<file path="src/hw/rtl/otq_pkg.sv">
`timescale 1ns / 1ps
package otq_pkg;
   localparam int TIME_W = 63;
   localparam int IVAL_W = 32;
   localparam int SLOT_W = 4;
   localparam int MAX_RESULTS = 16;

   localparam logic [1:0] MODE_ADD    = 2'd0;
   localparam logic [1:0] MODE_CANCEL = 2'd1;
   localparam logic [1:0] MODE_TICK   = 2'd2;

   localparam logic [1:0] EV_ADD     = 2'd0;
   localparam logic [1:0] EV_CANCEL  = 2'd1;
   localparam logic [1:0] EV_EXPIRED = 2'd2;
   localparam logic [1:0] EV_EMPTY   = 2'd3;

   localparam logic [1:0] ST_OK       = 2'd0;
   localparam logic [1:0] ST_FULL     = 2'd1;
   localparam logic [1:0] ST_INACTIVE = 2'd2;

   localparam logic [15:0] MIN_ARM_RESET = 16'd100;

   typedef struct packed {
      logic [1:0]        mode;
      logic [SLOT_W-1:0] slot_index;
      logic [TIME_W-1:0] new_expiration;
      logic [IVAL_W-1:0] reload_interval;
      logic              repeat_flag;
      logic [TIME_W-1:0] now_time;
   } req_type;

   typedef struct packed {
      logic [1:0]        event_kind;
      logic [1:0]        status;
      logic [SLOT_W-1:0] timer_slot;
      logic              earliest_changed;
      logic              next_valid;
      logic [TIME_W-1:0] next_expire;
      logic [TIME_W-1:0] arm_delay;
      logic              last_result;
   } rsp_type;
endpackage

</file>
<file path="src/hw/rtl/otq_if.sv">
`timescale 1ns / 1ps
interface otq_req_if;
   import otq_pkg::*;
   logic    valid;
   logic    ready;
   req_type payload;
   modport source (output valid, output payload, input ready);
   modport sink (input valid, input payload, output ready);
endinterface

interface otq_rsp_if;
   import otq_pkg::*;
   logic    valid;
   logic    ready;
   rsp_type payload;
   modport source (output valid, output payload, input ready);
   modport sink (input valid, input payload, output ready);
endinterface

interface otq_csr_if;
   logic        valid;
   logic        ready;
   logic [15:0] data;
   modport source (output valid, output data, input ready);
   modport sink (input valid, input data, output ready);
endinterface

</file>
<file path="src/hw/rtl/ordered_timer_queue.sv">
`timescale 1ns / 1ps
// Channel  Direction  Payload
// req      in         mode, slot_index, new_expiration, reload_interval, repeat_flag, now_time
// rsp      out        event_kind, status, timer_slot, earliest_changed, next_valid,
//                     next_expire, arm_delay, last_result
// csr      in         min_arm_delay write data
// One comparator walks the slot table one slot per cycle. An add scans the table for the
// earliest expiry, then for a free slot, writes the timer if one is free and searches for
// the earliest again; a cancel clears the slot and searches for the earliest. A tick runs
// one selection scan per expired timer, one more scan when fewer than 16 expire, a reload
// pass, the earliest search and the arm-delay step, then delivers its results one by one.
// Reset is synchronous and clears the active bits and the sequencer; min_arm_delay
// returns to 100. A stalled result holds the sequencer; req is not ready while busy.
module ordered_timer_queue #(
   parameter int TIMER_SLOTS = 16
) (
   input logic clock,
   input logic reset,
   otq_req_if.sink   req,
   otq_rsp_if.source rsp,
   otq_csr_if.sink   csr
);
   import otq_pkg::*;
   localparam int IW = $clog2(TIMER_SLOTS);
   localparam int CW = $clog2(TIMER_SLOTS + 1);
   localparam int KW = 5;

   localparam logic [3:0] S_IDLE = 4'd0, S_ADDMIN = 4'd1, S_ADDFREE = 4'd2,
      S_ADDWR = 4'd3, S_SEL = 4'd4, S_SELEND = 4'd5, S_RELOAD = 4'd6,
      S_MIN = 4'd7, S_DELAY = 4'd8, S_OUT = 4'd9, S_CANCEL = 4'd10;

   logic [TIME_W-1:0] exp_mem [TIMER_SLOTS];
   logic [IVAL_W-1:0] ival_mem [TIMER_SLOTS];
   logic [TIMER_SLOTS-1:0] per_ff, active_ff, active_in, taken_ff, taken_in;

   logic [3:0] state_ff, state_in;
   req_type req_ff, req_in;
   logic [15:0] min_ff, min_in;
   logic [CW-1:0] idx_ff, idx_in;
   logic any_ff, any_in;
   logic [TIME_W-1:0] best_ff, best_in;
   logic [IW-1:0] pick_ff, pick_in;
   logic [SLOT_W-1:0] order_ff [MAX_RESULTS];
   logic [KW-1:0] cnt_ff, cnt_in, k_ff, k_in;
   logic [1:0] status_ff, status_in;
   logic [SLOT_W-1:0] slot_ff, slot_in;
   logic chg_ff, chg_in;
   logic [TIME_W-1:0] delay_ff, delay_in;
   logic rvalid_ff, rvalid_in;
   rsp_type rsp_ff, rsp_in;

   logic [IW-1:0] idx;
   logic [TIME_W-1:0] cur_exp;
   logic [TIME_W:0] sum;
   logic [TIME_W-1:0] diff;
   logic wr_exp, wr_add;
   logic [IW-1:0] wr_idx;
   logic [TIME_W-1:0] wr_val;

   assign idx = idx_ff[IW-1:0];
   assign cur_exp = exp_mem[idx];
   assign sum = {1'b0, req_ff.now_time} + {{(TIME_W-IVAL_W+1){1'b0}}, ival_mem[idx]};
   assign diff = best_ff - req_ff.now_time;
   assign req.ready = (state_ff == S_IDLE) && !rvalid_ff;
   assign csr.ready = 1'b1;
   assign rsp.valid = rvalid_ff;
   assign rsp.payload = rsp_ff;

   always_comb begin
      state_in = state_ff; req_in = req_ff; min_in = min_ff; idx_in = idx_ff;
      any_in = any_ff; best_in = best_ff; pick_in = pick_ff; cnt_in = cnt_ff;
      k_in = k_ff; status_in = status_ff; slot_in = slot_ff; chg_in = chg_ff;
      delay_in = delay_ff; rvalid_in = rvalid_ff; rsp_in = rsp_ff;
      active_in = active_ff; taken_in = taken_ff;
      wr_exp = 1'b0; wr_add = 1'b0; wr_idx = idx; wr_val = cur_exp;
      if (csr.valid) min_in = csr.data;
      if (rvalid_ff && rsp.ready) rvalid_in = 1'b0;
      unique case (state_ff)
         S_IDLE: begin
            if (req.valid && req.ready) begin
               req_in = req.payload; idx_in = '0; any_in = 1'b0; best_in = '0;
               chg_in = 1'b0; status_in = ST_OK; slot_in = '0;
               cnt_in = '0; k_in = '0; taken_in = '0; any_in = 1'b0;
               unique case (req.payload.mode)
                  MODE_ADD:    state_in = S_ADDMIN;
                  MODE_CANCEL: state_in = S_CANCEL;
                  MODE_TICK:   state_in = S_SEL;
                  default:     state_in = S_IDLE;
               endcase
            end
         end
         S_CANCEL: begin
            slot_in = req_ff.slot_index;
            if ({{(IW+1){1'b0}}, req_ff.slot_index} < (SLOT_W+1+IW)'(TIMER_SLOTS)
                && active_ff[IW'(req_ff.slot_index)]) begin
               active_in[IW'(req_ff.slot_index)] = 1'b0;
            end else begin
               status_in = ST_INACTIVE;
            end
            idx_in = '0; any_in = 1'b0; state_in = S_MIN;
         end
         S_ADDMIN: begin
            if (active_ff[idx] && (!any_ff || cur_exp < best_ff)) begin
               best_in = cur_exp; any_in = 1'b1;
            end
            if (idx_ff == CW'(TIMER_SLOTS - 1)) begin
               idx_in = '0; state_in = S_ADDFREE;
            end else idx_in = idx_ff + 1'b1;
         end
         S_ADDFREE: begin
            if (!active_ff[idx]) begin
               state_in = S_ADDWR;
            end else if (idx_ff == CW'(TIMER_SLOTS - 1)) begin
               status_in = ST_FULL; idx_in = '0; state_in = S_MIN;
            end else idx_in = idx_ff + 1'b1;
         end
         S_ADDWR: begin
            wr_add = 1'b1; active_in[idx] = 1'b1;
            slot_in = SLOT_W'(idx);
            chg_in = !any_ff || (req_ff.new_expiration < best_ff);
            idx_in = '0; any_in = 1'b0; state_in = S_MIN;
         end
         S_SEL: begin
            if (active_ff[idx] && !taken_ff[idx] && cur_exp <= req_ff.now_time
                && (!any_ff || cur_exp < best_ff)) begin
               best_in = cur_exp; any_in = 1'b1; pick_in = idx;
            end
            if (idx_ff == CW'(TIMER_SLOTS - 1)) state_in = S_SELEND;
            else idx_in = idx_ff + 1'b1;
         end
         S_SELEND: begin
            idx_in = '0; any_in = 1'b0;
            if (any_ff) begin
               taken_in[pick_ff] = 1'b1;
               cnt_in = cnt_ff + 1'b1;
               state_in = (cnt_ff == KW'(MAX_RESULTS - 1)) ? S_RELOAD : S_SEL;
            end else state_in = S_RELOAD;
         end
         S_RELOAD: begin
            // Walk the table once, applying the reload or the free for each taken slot.
            if (taken_ff[idx]) begin
               if (per_ff[idx]) begin
                  wr_exp = 1'b1;
                  wr_val = sum[TIME_W] ? {TIME_W{1'b1}} : sum[TIME_W-1:0];
               end else active_in[idx] = 1'b0;
            end
            if (idx_ff == CW'(TIMER_SLOTS - 1)) begin
               idx_in = '0; any_in = 1'b0; best_in = '0; state_in = S_MIN;
            end else idx_in = idx_ff + 1'b1;
         end
         S_MIN: begin
            if (active_ff[idx] && (!any_ff || cur_exp < best_ff)) begin
               best_in = cur_exp; any_in = 1'b1;
            end
            if (idx_ff == CW'(TIMER_SLOTS - 1)) state_in = S_DELAY;
            else idx_in = idx_ff + 1'b1;
         end
         S_DELAY: begin
            if (!any_ff) begin
               best_in = '0; delay_in = '0;
            end else begin
               delay_in = (best_ff > req_ff.now_time) ? diff : '0;
               if (((best_ff > req_ff.now_time) ? diff : '0) < {47'd0, min_ff})
                  delay_in = {47'd0, min_ff};
            end
            state_in = S_OUT;
         end
         S_OUT: begin
            if (!rvalid_ff || rsp.ready) begin
               rvalid_in = 1'b1;
               rsp_in.status = status_ff;
               rsp_in.earliest_changed = 1'b0;
               rsp_in.next_valid = any_ff;
               rsp_in.next_expire = best_ff;
               rsp_in.arm_delay = delay_ff;
               rsp_in.last_result = 1'b1;
               rsp_in.timer_slot = slot_ff;
               unique case (req_ff.mode)
                  MODE_ADD: begin
                     rsp_in.event_kind = EV_ADD; rsp_in.earliest_changed = chg_ff;
                  end
                  MODE_CANCEL: rsp_in.event_kind = EV_CANCEL;
                  default: begin
                     if (cnt_ff == '0) begin
                        rsp_in.event_kind = EV_EMPTY; rsp_in.timer_slot = '0;
                     end else begin
                        rsp_in.event_kind = EV_EXPIRED;
                        rsp_in.timer_slot = order_ff[k_ff[SLOT_W-1:0]];
                        rsp_in.last_result = (k_ff == cnt_ff - 1'b1);
                     end
                  end
               endcase
               if (req_ff.mode == MODE_TICK && cnt_ff != '0 && k_ff != cnt_ff - 1'b1)
                  k_in = k_ff + 1'b1;
               else state_in = S_IDLE;
            end
         end
         default: state_in = S_IDLE;
      endcase
   end

   always_ff @(posedge clock) begin
      if (wr_add) begin
         exp_mem[idx] <= req_ff.new_expiration;
         ival_mem[idx] <= req_ff.reload_interval;
         per_ff[idx] <= req_ff.repeat_flag;
      end else if (wr_exp) exp_mem[wr_idx] <= wr_val;
      if (state_ff == S_SELEND && any_ff)
         order_ff[cnt_ff[SLOT_W-1:0]] <= SLOT_W'(pick_ff);
      req_ff <= req_in; idx_ff <= idx_in; any_ff <= any_in; best_ff <= best_in;
      pick_ff <= pick_in; k_ff <= k_in; status_ff <= status_in; slot_ff <= slot_in;
      chg_ff <= chg_in; delay_ff <= delay_in; rsp_ff <= rsp_in; taken_ff <= taken_in;
      cnt_ff <= cnt_in;
      if (reset) begin
         state_ff <= S_IDLE; active_ff <= '0; rvalid_ff <= 1'b0; min_ff <= MIN_ARM_RESET;
      end else begin
         state_ff <= state_in; active_ff <= active_in; rvalid_ff <= rvalid_in;
         min_ff <= min_in;
      end
   end
endmodule

</file>
<file path="src/flat_wrapper.sv">
// flat-port wrapper written by rule: the top's interface ports become plain ports
module ordered_timer_queue_flat import otq_pkg::*;
#(
   parameter int TIMER_SLOTS = 16
)
  (clock, reset, req_valid, req_payload, req_ready, rsp_valid, rsp_payload, rsp_ready, csr_valid, csr_data, csr_ready);
  otq_req_if req_i ();
  otq_rsp_if rsp_i ();
  otq_csr_if csr_i ();
  input logic clock;
  input logic reset;
  input wire logic [$bits(req_i.valid)-1:0] req_valid;
  input wire logic [$bits(req_i.payload)-1:0] req_payload;
  output wire logic [$bits(req_i.ready)-1:0] req_ready;
  output wire logic [$bits(rsp_i.valid)-1:0] rsp_valid;
  output wire logic [$bits(rsp_i.payload)-1:0] rsp_payload;
  input wire logic [$bits(rsp_i.ready)-1:0] rsp_ready;
  input wire logic [$bits(csr_i.valid)-1:0] csr_valid;
  input wire logic [$bits(csr_i.data)-1:0] csr_data;
  output wire logic [$bits(csr_i.ready)-1:0] csr_ready;
  assign req_i.valid = req_valid;
  assign req_i.payload = req_payload;
  assign req_ready = req_i.ready;
  assign rsp_valid = rsp_i.valid;
  assign rsp_payload = rsp_i.payload;
  assign rsp_i.ready = rsp_ready;
  assign csr_i.valid = csr_valid;
  assign csr_i.data = csr_data;
  assign csr_ready = csr_i.ready;
  ordered_timer_queue #(.TIMER_SLOTS(TIMER_SLOTS)) u_core (.clock(clock), .reset(reset), .req(req_i), .rsp(rsp_i), .csr(csr_i));
endmodule
</file>
<file path="config.mk">
export PLATFORM = sky130hd
export DESIGN_NAME = ordered_timer_queue_flat
export DESIGN_NICKNAME = d
export VERILOG_FILES = /design/src/hw/rtl/otq_pkg.sv /design/src/hw/rtl/otq_if.sv /design/src/hw/rtl/ordered_timer_queue.sv /design/src/flat_wrapper.sv
export SDC_FILE = /design/constraint.sdc
export NUM_CORES = 2
export LEC_CHECK = 0
export BUFFER_PORTS_ARGS = -buffer_cell sky130_fd_sc_hd__buf_2
export CORE_AREA = 2 2 347 487
export CTS_CLUSTER_SIZE = 12
export DETAILED_ROUTE_END_ITERATION = 16
export DIE_AREA = 0 0 349 489
export PLACE_DENSITY = 0.79
export SLEW_MARGIN = 20
export SYNTH_ARGS = -nofsm -noshare
export SYNTH_HDL_FRONTEND = slang
export SYNTH_SLANG_ARGS = --single-unit
export TNS_END_PERCENT = 10
</file>
<file path="constraint.sdc">
create_clock -name clock -period 8.8 [get_ports clock]
set_input_delay 0.44 -clock clock [delete_from_list [all_inputs] [get_ports clock]]
set_output_delay 0.44 -clock clock [all_outputs]
set_load 0.03 [all_outputs]
</file>
* Yosys cells after proc, flatten, opt, wreduce, memory -nomap -nowiden
Memory sizes are Yosys's and may differ from the RTL's. A register that Yosys moved wholly into a read port is not among the register bits.
Index checks and enable logic that the tools add are counted.
W data, S select, Z words.
** Storage, ports and cells
- Input bits :: 186
- Memory bits (writable) :: 1584
- Memories kept :: 3
- Flip-flop bits (word level) :: 524
** Memory list
- u_core.exp_mem :: depth 16, width 63, read ports 1, clocked after memory_dff 1, wr ports 1, line ordered_timer_queue.sv:32 : logic [TIME_W-1:0] exp_mem [TIMER_SLOTS];
- u_core.ival_mem :: depth 16, width 32, read ports 1, clocked after memory_dff 1, wr ports 1, line ordered_timer_queue.sv:33 : logic [IVAL_W-1:0] ival_mem [TIMER_SLOTS];
- u_core.order_ff :: depth 16, width 4, read ports 1, clocked after memory_dff 1, wr ports 1, line ordered_timer_queue.sv:43 : logic [SLOT_W-1:0] order_ff [MAX_RESULTS];
** Cells by class
- Bitwise logic cells :: 8
- Add/subtract/negate cells :: 6
- Order comparisons :: 11
- Muxes and demuxes :: 91
- Reduce and logical (&&, ||, !) cells :: 54
- Equal/unequal tests :: 37
** Operator list (count)
- $mux W63 :: 11
- $pmux W63 S5 :: 1
- $lt A63 B63 Y1 :: 2
- $mux W16 :: 6
- $add A63 B32 Y64 :: 1
- $gt A63 B63 Y1 :: 1
- $le A63 B63 Y1 :: 1
- $lt A63 B16 Y1 :: 1
- $sub A63 B63 Y63 :: 1
- $mux W4 :: 15
- $pmux W16 S3 :: 1
- $pmux W4 S10 :: 1
- $mux W5 :: 7
- $and A16 B16 Y16 :: 2
- $not A16 Y16 :: 2
- $or A16 B16 Y16 :: 2
- $pmux W16 S2 :: 1
- $mux W1 :: 26
- $ne A2 B1 Y1 const B :: 13
- $pmux W5 S5 :: 1
- $pmux W4 S3 :: 2
- $pmux W5 S2 :: 2
- $reduce_bool A5 Y1 :: 4
- $bmux W1 S4 :: 4
- other kinds (38) :: 99

* Logic depth before layout (Yosys ltp)
- Depth in word-level cells :: 9
- Mapped depth :: 27
- Depth with buffers taken out :: 22

* Worst setup path before layout
Ideal clock, no wire load.
- Path kind :: reg2reg
- Start :: reg u_core.state_ff[1]
- End :: reg u_core.best_ff[0] (enable)
- Path slack :: 0.142 ns
- Setup time :: 0.501 ns
- Stages on the path, launching flop included :: 12
- Data required time :: 8.299 ns
- Path buffers :: 1
- Data arrival time :: 8.157 ns
- Path through :: dfxtp_1 > clkbuf_1 > nor2_1 > nand2_1 > nor2_1 > nand2_1 > inv_1 > a21oi_1 > o21ai_0 > a21o_1 > o21ai_0 > o2bb2ai_1
** On the way
- Cells in the longest elaborated chain, start to end :: 5
- Elaborated cells on any way between the ends :: 16
** Ends and longest elaborated chain
- from (decl) :: line ordered_timer_queue.sv:36 : logic [3:0] state_ff, state_in;
- from (signal assigned) :: line ordered_timer_queue.sv:217 : state_ff <= state_in; active_ff <= active_in; rvalid_ff <= rvalid_in;
- $logic_not A4 Y1 :: line ordered_timer_queue.sv:64 : assign req.ready = (state_ff == S_IDLE) && !rvalid_ff;
- $logic_and A1 B1 Y1 :: line ordered_timer_queue.sv:64
- net req_ready :: line flat_wrapper.sv:14 : output wire logic [$bits(req_i.ready)-1:0] req_ready;
- $logic_and A1 B1 Y1 :: line ordered_timer_queue.sv:80 : if (req.valid && req.ready) begin
- $ne A2 B2 Y1 (no line)
- $reduce_and A6 Y1 (no line)
- to (signal assigned) :: line ordered_timer_queue.sv:210 : req_ff <= req_in; idx_ff <= idx_in; any_ff <= any_in; best_ff <= best_in;
- to (decl) :: line ordered_timer_queue.sv:41 : logic [TIME_W-1:0] best_ff, best_in;
The timed path passes the listed nets, and every way through them passes these cells.
A chain may end at the register's enable or synchronous reset.

==> key figures <==
Yosys
  • FFs w/ async S/R, synth: 0
  • Syn_area_per_cell: 17.5 um^2
  • Number of flops mapped to enable cells by yosys: 2,071
  • Flops & latches, synth: 2,116
  • Distinct cells, synth: 93
  • Top_reg_cell synth: edfxtp_1
  • Yosys warning count: 0
  • Register area share after synthesis: 0.694
  • Mapped Cells: 5,198
  • Synth Cell Area: 91,000 um^2
  • Synthesized Nets: 5,695

Finish
  • Commonest non-fill, non-tap cell in the layout: edfxtp_1
  • Layout cells sized above 1: 0.225
  • Nets: 6,347
  • Commonest non-fill, non-tap cells in the layout: edfxtp_1 (2,071), mux4_2 (514), buf_2 (324)
  • Synth-to-layout area growth: 14.2%
  • Util after Layout: 0.623

STA
  • Setup TNS: 0 ns
  • Min cycle time layout: 7.65 ns
  • Clock skew: 0.102 ns
  • F_max: 0.131 GHz
  • Pins Over Slew Limit: 0
  • Relative slew slack: 0.192
  • Tightest Pin Transition: 1.21 ns
  • Final Hold Fails: 0
  • Fin crit share: 0.870
  • Final setup vio count: 0
  • Unrepaired setup endpoints after global routing: no

Pwr
  • Net Switching: 12.6 mW
  • P_leak: 35.5 nW
  • Pwr Total: 34.6 mW
  • Max rail drop VDD: 0.000275 V
  • Seq pwr share: 0.393
  • Logic pwr share: 0.372
  • P_int: 22.0 mW
  • Sw frac: 0.365
  • Pwr/cell area: 333 nW/um^2
  • Clk pwr share: 0.235

Floorplan
  • DIE HEIGHT: 489 um
  • Core area: 167,000 um^2
  • Std-Cell Rows: 178
  • DIE AREA: 171,000 um^2
  • Boundary Pins: 326
  • Chip width: 349 um
  • Initial core utilization: 0.545

Route
  • Routed WL per cell: 32.7 um
  • ANT nets after route: 0
  • Drt first pass iters: 9
  • DRC Markers: 0
  • Via count: 54,300
  • Post-DR vias/cell: 6.71
  • WL final: 265,000 um
  • DRT iter0 DRCs: 7,288

Setup path
  • Critical Path AT: 8.19 ns
  • Critical-path maximum fanout: 38
  • WS Path Type: flip-flop to flip-flop
  • Flop2flop setup slack: 1.15 ns
  • CP Launch Type: flip-flop
  • CP endpoint kind: flip-flop
  • Crit path required time: 9.34 ns

Clock network
  • Clock latency on the worst-skew pair: 0.88 ns
  • Resize count post-CTS: 0
  • Max Buffers Root-to-Sink: 3
  • Root buffer cell: clkbuf_16
  • Hold buffer count at CTS: 194
  • CTS buffer count: 203
  • Clock Sinks: 2,116
  • Post-CTS Setup Inserts: 0
  • CTS tree: done
  • Clock Pin Slew Worst Setup and Hold Paths: 0.07 ns
  • H-tree Lvls: 4

Global routing
  • Vias in the first global route: 54,800
  • Total gr overflow: 0
  • All-Layer GR Usage: 0.310
  • Initial antenna violation count: 5
  • First-pass GRT wire length: 378,000 um
  • Met3 GRT Util: 0.0649
  • M2 GR Usage: 0.502
  • Most Crowded Layer GR: met2
  • Met1 Usage GRT: 0.402
  • Largest net degree at the start of global routing: 99

Hold path
  • Hold crit path type: input pin to flip-flop

Run status
  • Outcome: completed

Flow run
  • Maxcap violations: 0

Placement
  • Hpwl dp: 163,000 um
  • Port Buffers: 324
  • Routability Congestion: 1.03
[worst paths after layout]
check	endpoint	startpoint	depth (start not counted)
setup / recovery	u_core.exp_mem[12][21]	flip-flop	19
hold / removal	u_core.min_ff[2]	csr_valid	2
setup reg to reg	u_core.exp_mem[12][21]	flip-flop	19
hold reg to reg	u_core.rsp.payload[12]	u_core.delay_ff[11]	0
[synth_stat cells (8+ instances only)]
| master | number | area share |
|---|---|---|
| nand3_1 | 74 | 0.0041 |
| inv_1 | 193 | 0.0080 |
| and2_1 | 76 | 0.0052 |
| o21a_1 | 20 | 0.0017 |
| o22ai_1 | 8 | 0.00055 |
| a31oi_1 | 36 | 0.0025 |
| buf_1 | 47 | 0.0019 |
| a32o_1 | 15 | 0.0017 |
| dfxtp_1 | 45 | 0.0099 |
| nor2_1 | 255 | 0.011 |
| a21oi_1 | 238 | 0.013 |
| o41ai_1 | 11 | 0.0011 |
| nor3_1 | 52 | 0.0029 |
| nand4_1 | 74 | 0.0051 |
| nand2_1 | 222 | 0.0092 |
| clkbuf_1 | 156 | 0.0064 |
| o211ai_1 | 19 | 0.0016 |
| o31ai_1 | 19 | 0.0016 |
| nor4_1 | 14 | 0.00096 |
| a211oi_1 | 15 | 0.0012 |
| mux4_2 | 514 | 0.13 |
| or3_1 | 13 | 0.00089 |
| xnor2_1 | 71 | 0.0068 |
| o21bai_1 | 19 | 0.0016 |
| and3_1 | 40 | 0.0028 |
| a21o_1 | 114 | 0.0094 |
| nor2b_1 | 33 | 0.0023 |
| edfxtp_1 | 2071 | 0.68 |
| nand2b_1 | 27 | 0.0019 |
| ha_1 | 309 | 0.043 |
| xor2_1 | 37 | 0.0036 |
| o21ai_0 | 188 | 0.010 |
| mux2i_1 | 23 | 0.0025 |
| and2_2 | 9 | 0.00074 |
[worst max-delay path: stages, from the launching register on]
cell	delay, ns
dfxtp_4	0.74
buf_4	0.59
mux4_2	0.59
mux4_2	0.52
ha_1	0.22
a21o_1	0.18
a21o_1	0.28
a2111oi_0	0.90
o31a_1	0.32
o21ai_0	0.35
a311o_1	0.55
nand4_1	0.35
a21oi_1	0.12
buf_4	0.20
nand2_1	0.16
nor2_4	0.07
buf_4	0.36
nor2_1	0.18
o21ai_0	0.22
buf_4	0.31
[layout make-up]
class / instances / area (um^2)
flip-flops and latches: 2116 / 63100
fillers: 11100 / 62900
multi-input cells: 2668 / 26600
clock buffers: 251 / 5280
repair buffers: 667 / 4800
well taps: 2160 / 2700
inverters: 194 / 736
clock inverters: 36 / 671
diodes: 5 / 12.5
[metal layers]
layer	part of all wire	vias to the layer above
li1	-	22100
met3	0.11	685
met5	0.000045	-
met2	0.48	3925
met1	0.35	27600
met4	0.055	2
[state kept, by name, indices dropped and copies added (netlist names), named ones only]
name,count
u_core.exp_mem,1008
u_core.ival_mem,512
u_core.req_ff,165
u_core.rsp.payload,137
u_core.order_ff,64
u_core.best_ff,63
u_core.delay_ff,63
u_core.active_ff,16
u_core.min_ff,16
u_core.per_ff,16
u_core.taken_ff,16
u_core.cnt_ff,5
u_core.idx_ff,5
u_core.k_ff,5
u_core.pick_ff,4
u_core.slot_ff,4
u_core.state_ff,4
u_core.status_ff,2
u_core.any_ff,1
u_core.chg_ff,1
u_core.rsp.valid,1
[cell families after synthesis]
kind of cell,share of synthesized area
compound gates,0.0550
xor+xnor,0.0104
fa+ha+maj,0.0429
buf+inv,0.0182
flops,0.694
mux,0.130
other cells,0.0000412
simple gates,0.0494
[power by group through the flow]
stage	Combinational, mW	Sequential [mW]	Clock (mW)
2_1_floorplan	8.76	13.1	0
3_3_place_gp	12.2	13.7	0
3_5_place_dp	12.4	13.7	0
4_1_cts	12.7	13.5	8.18
5_1_grt	13.8	13.6	8.52
6_report	12.9	13.6	8.13
[stage by stage]
step,area [um^2],cells,worst slack (ns),hold WS (ns)
after global placement,95900,7610,1.61,0.404
after CTS,104000,8091,1.18,0.0708
after global routing,104000,8093,1.03,0.120
after floorplan,91000,5198,0.142,0.400
final,104000,8097,1.15,0.129
after detailed placement,95900,7610,1.28,0.405
Note: power is estimated with default switching activity, not from simulation.
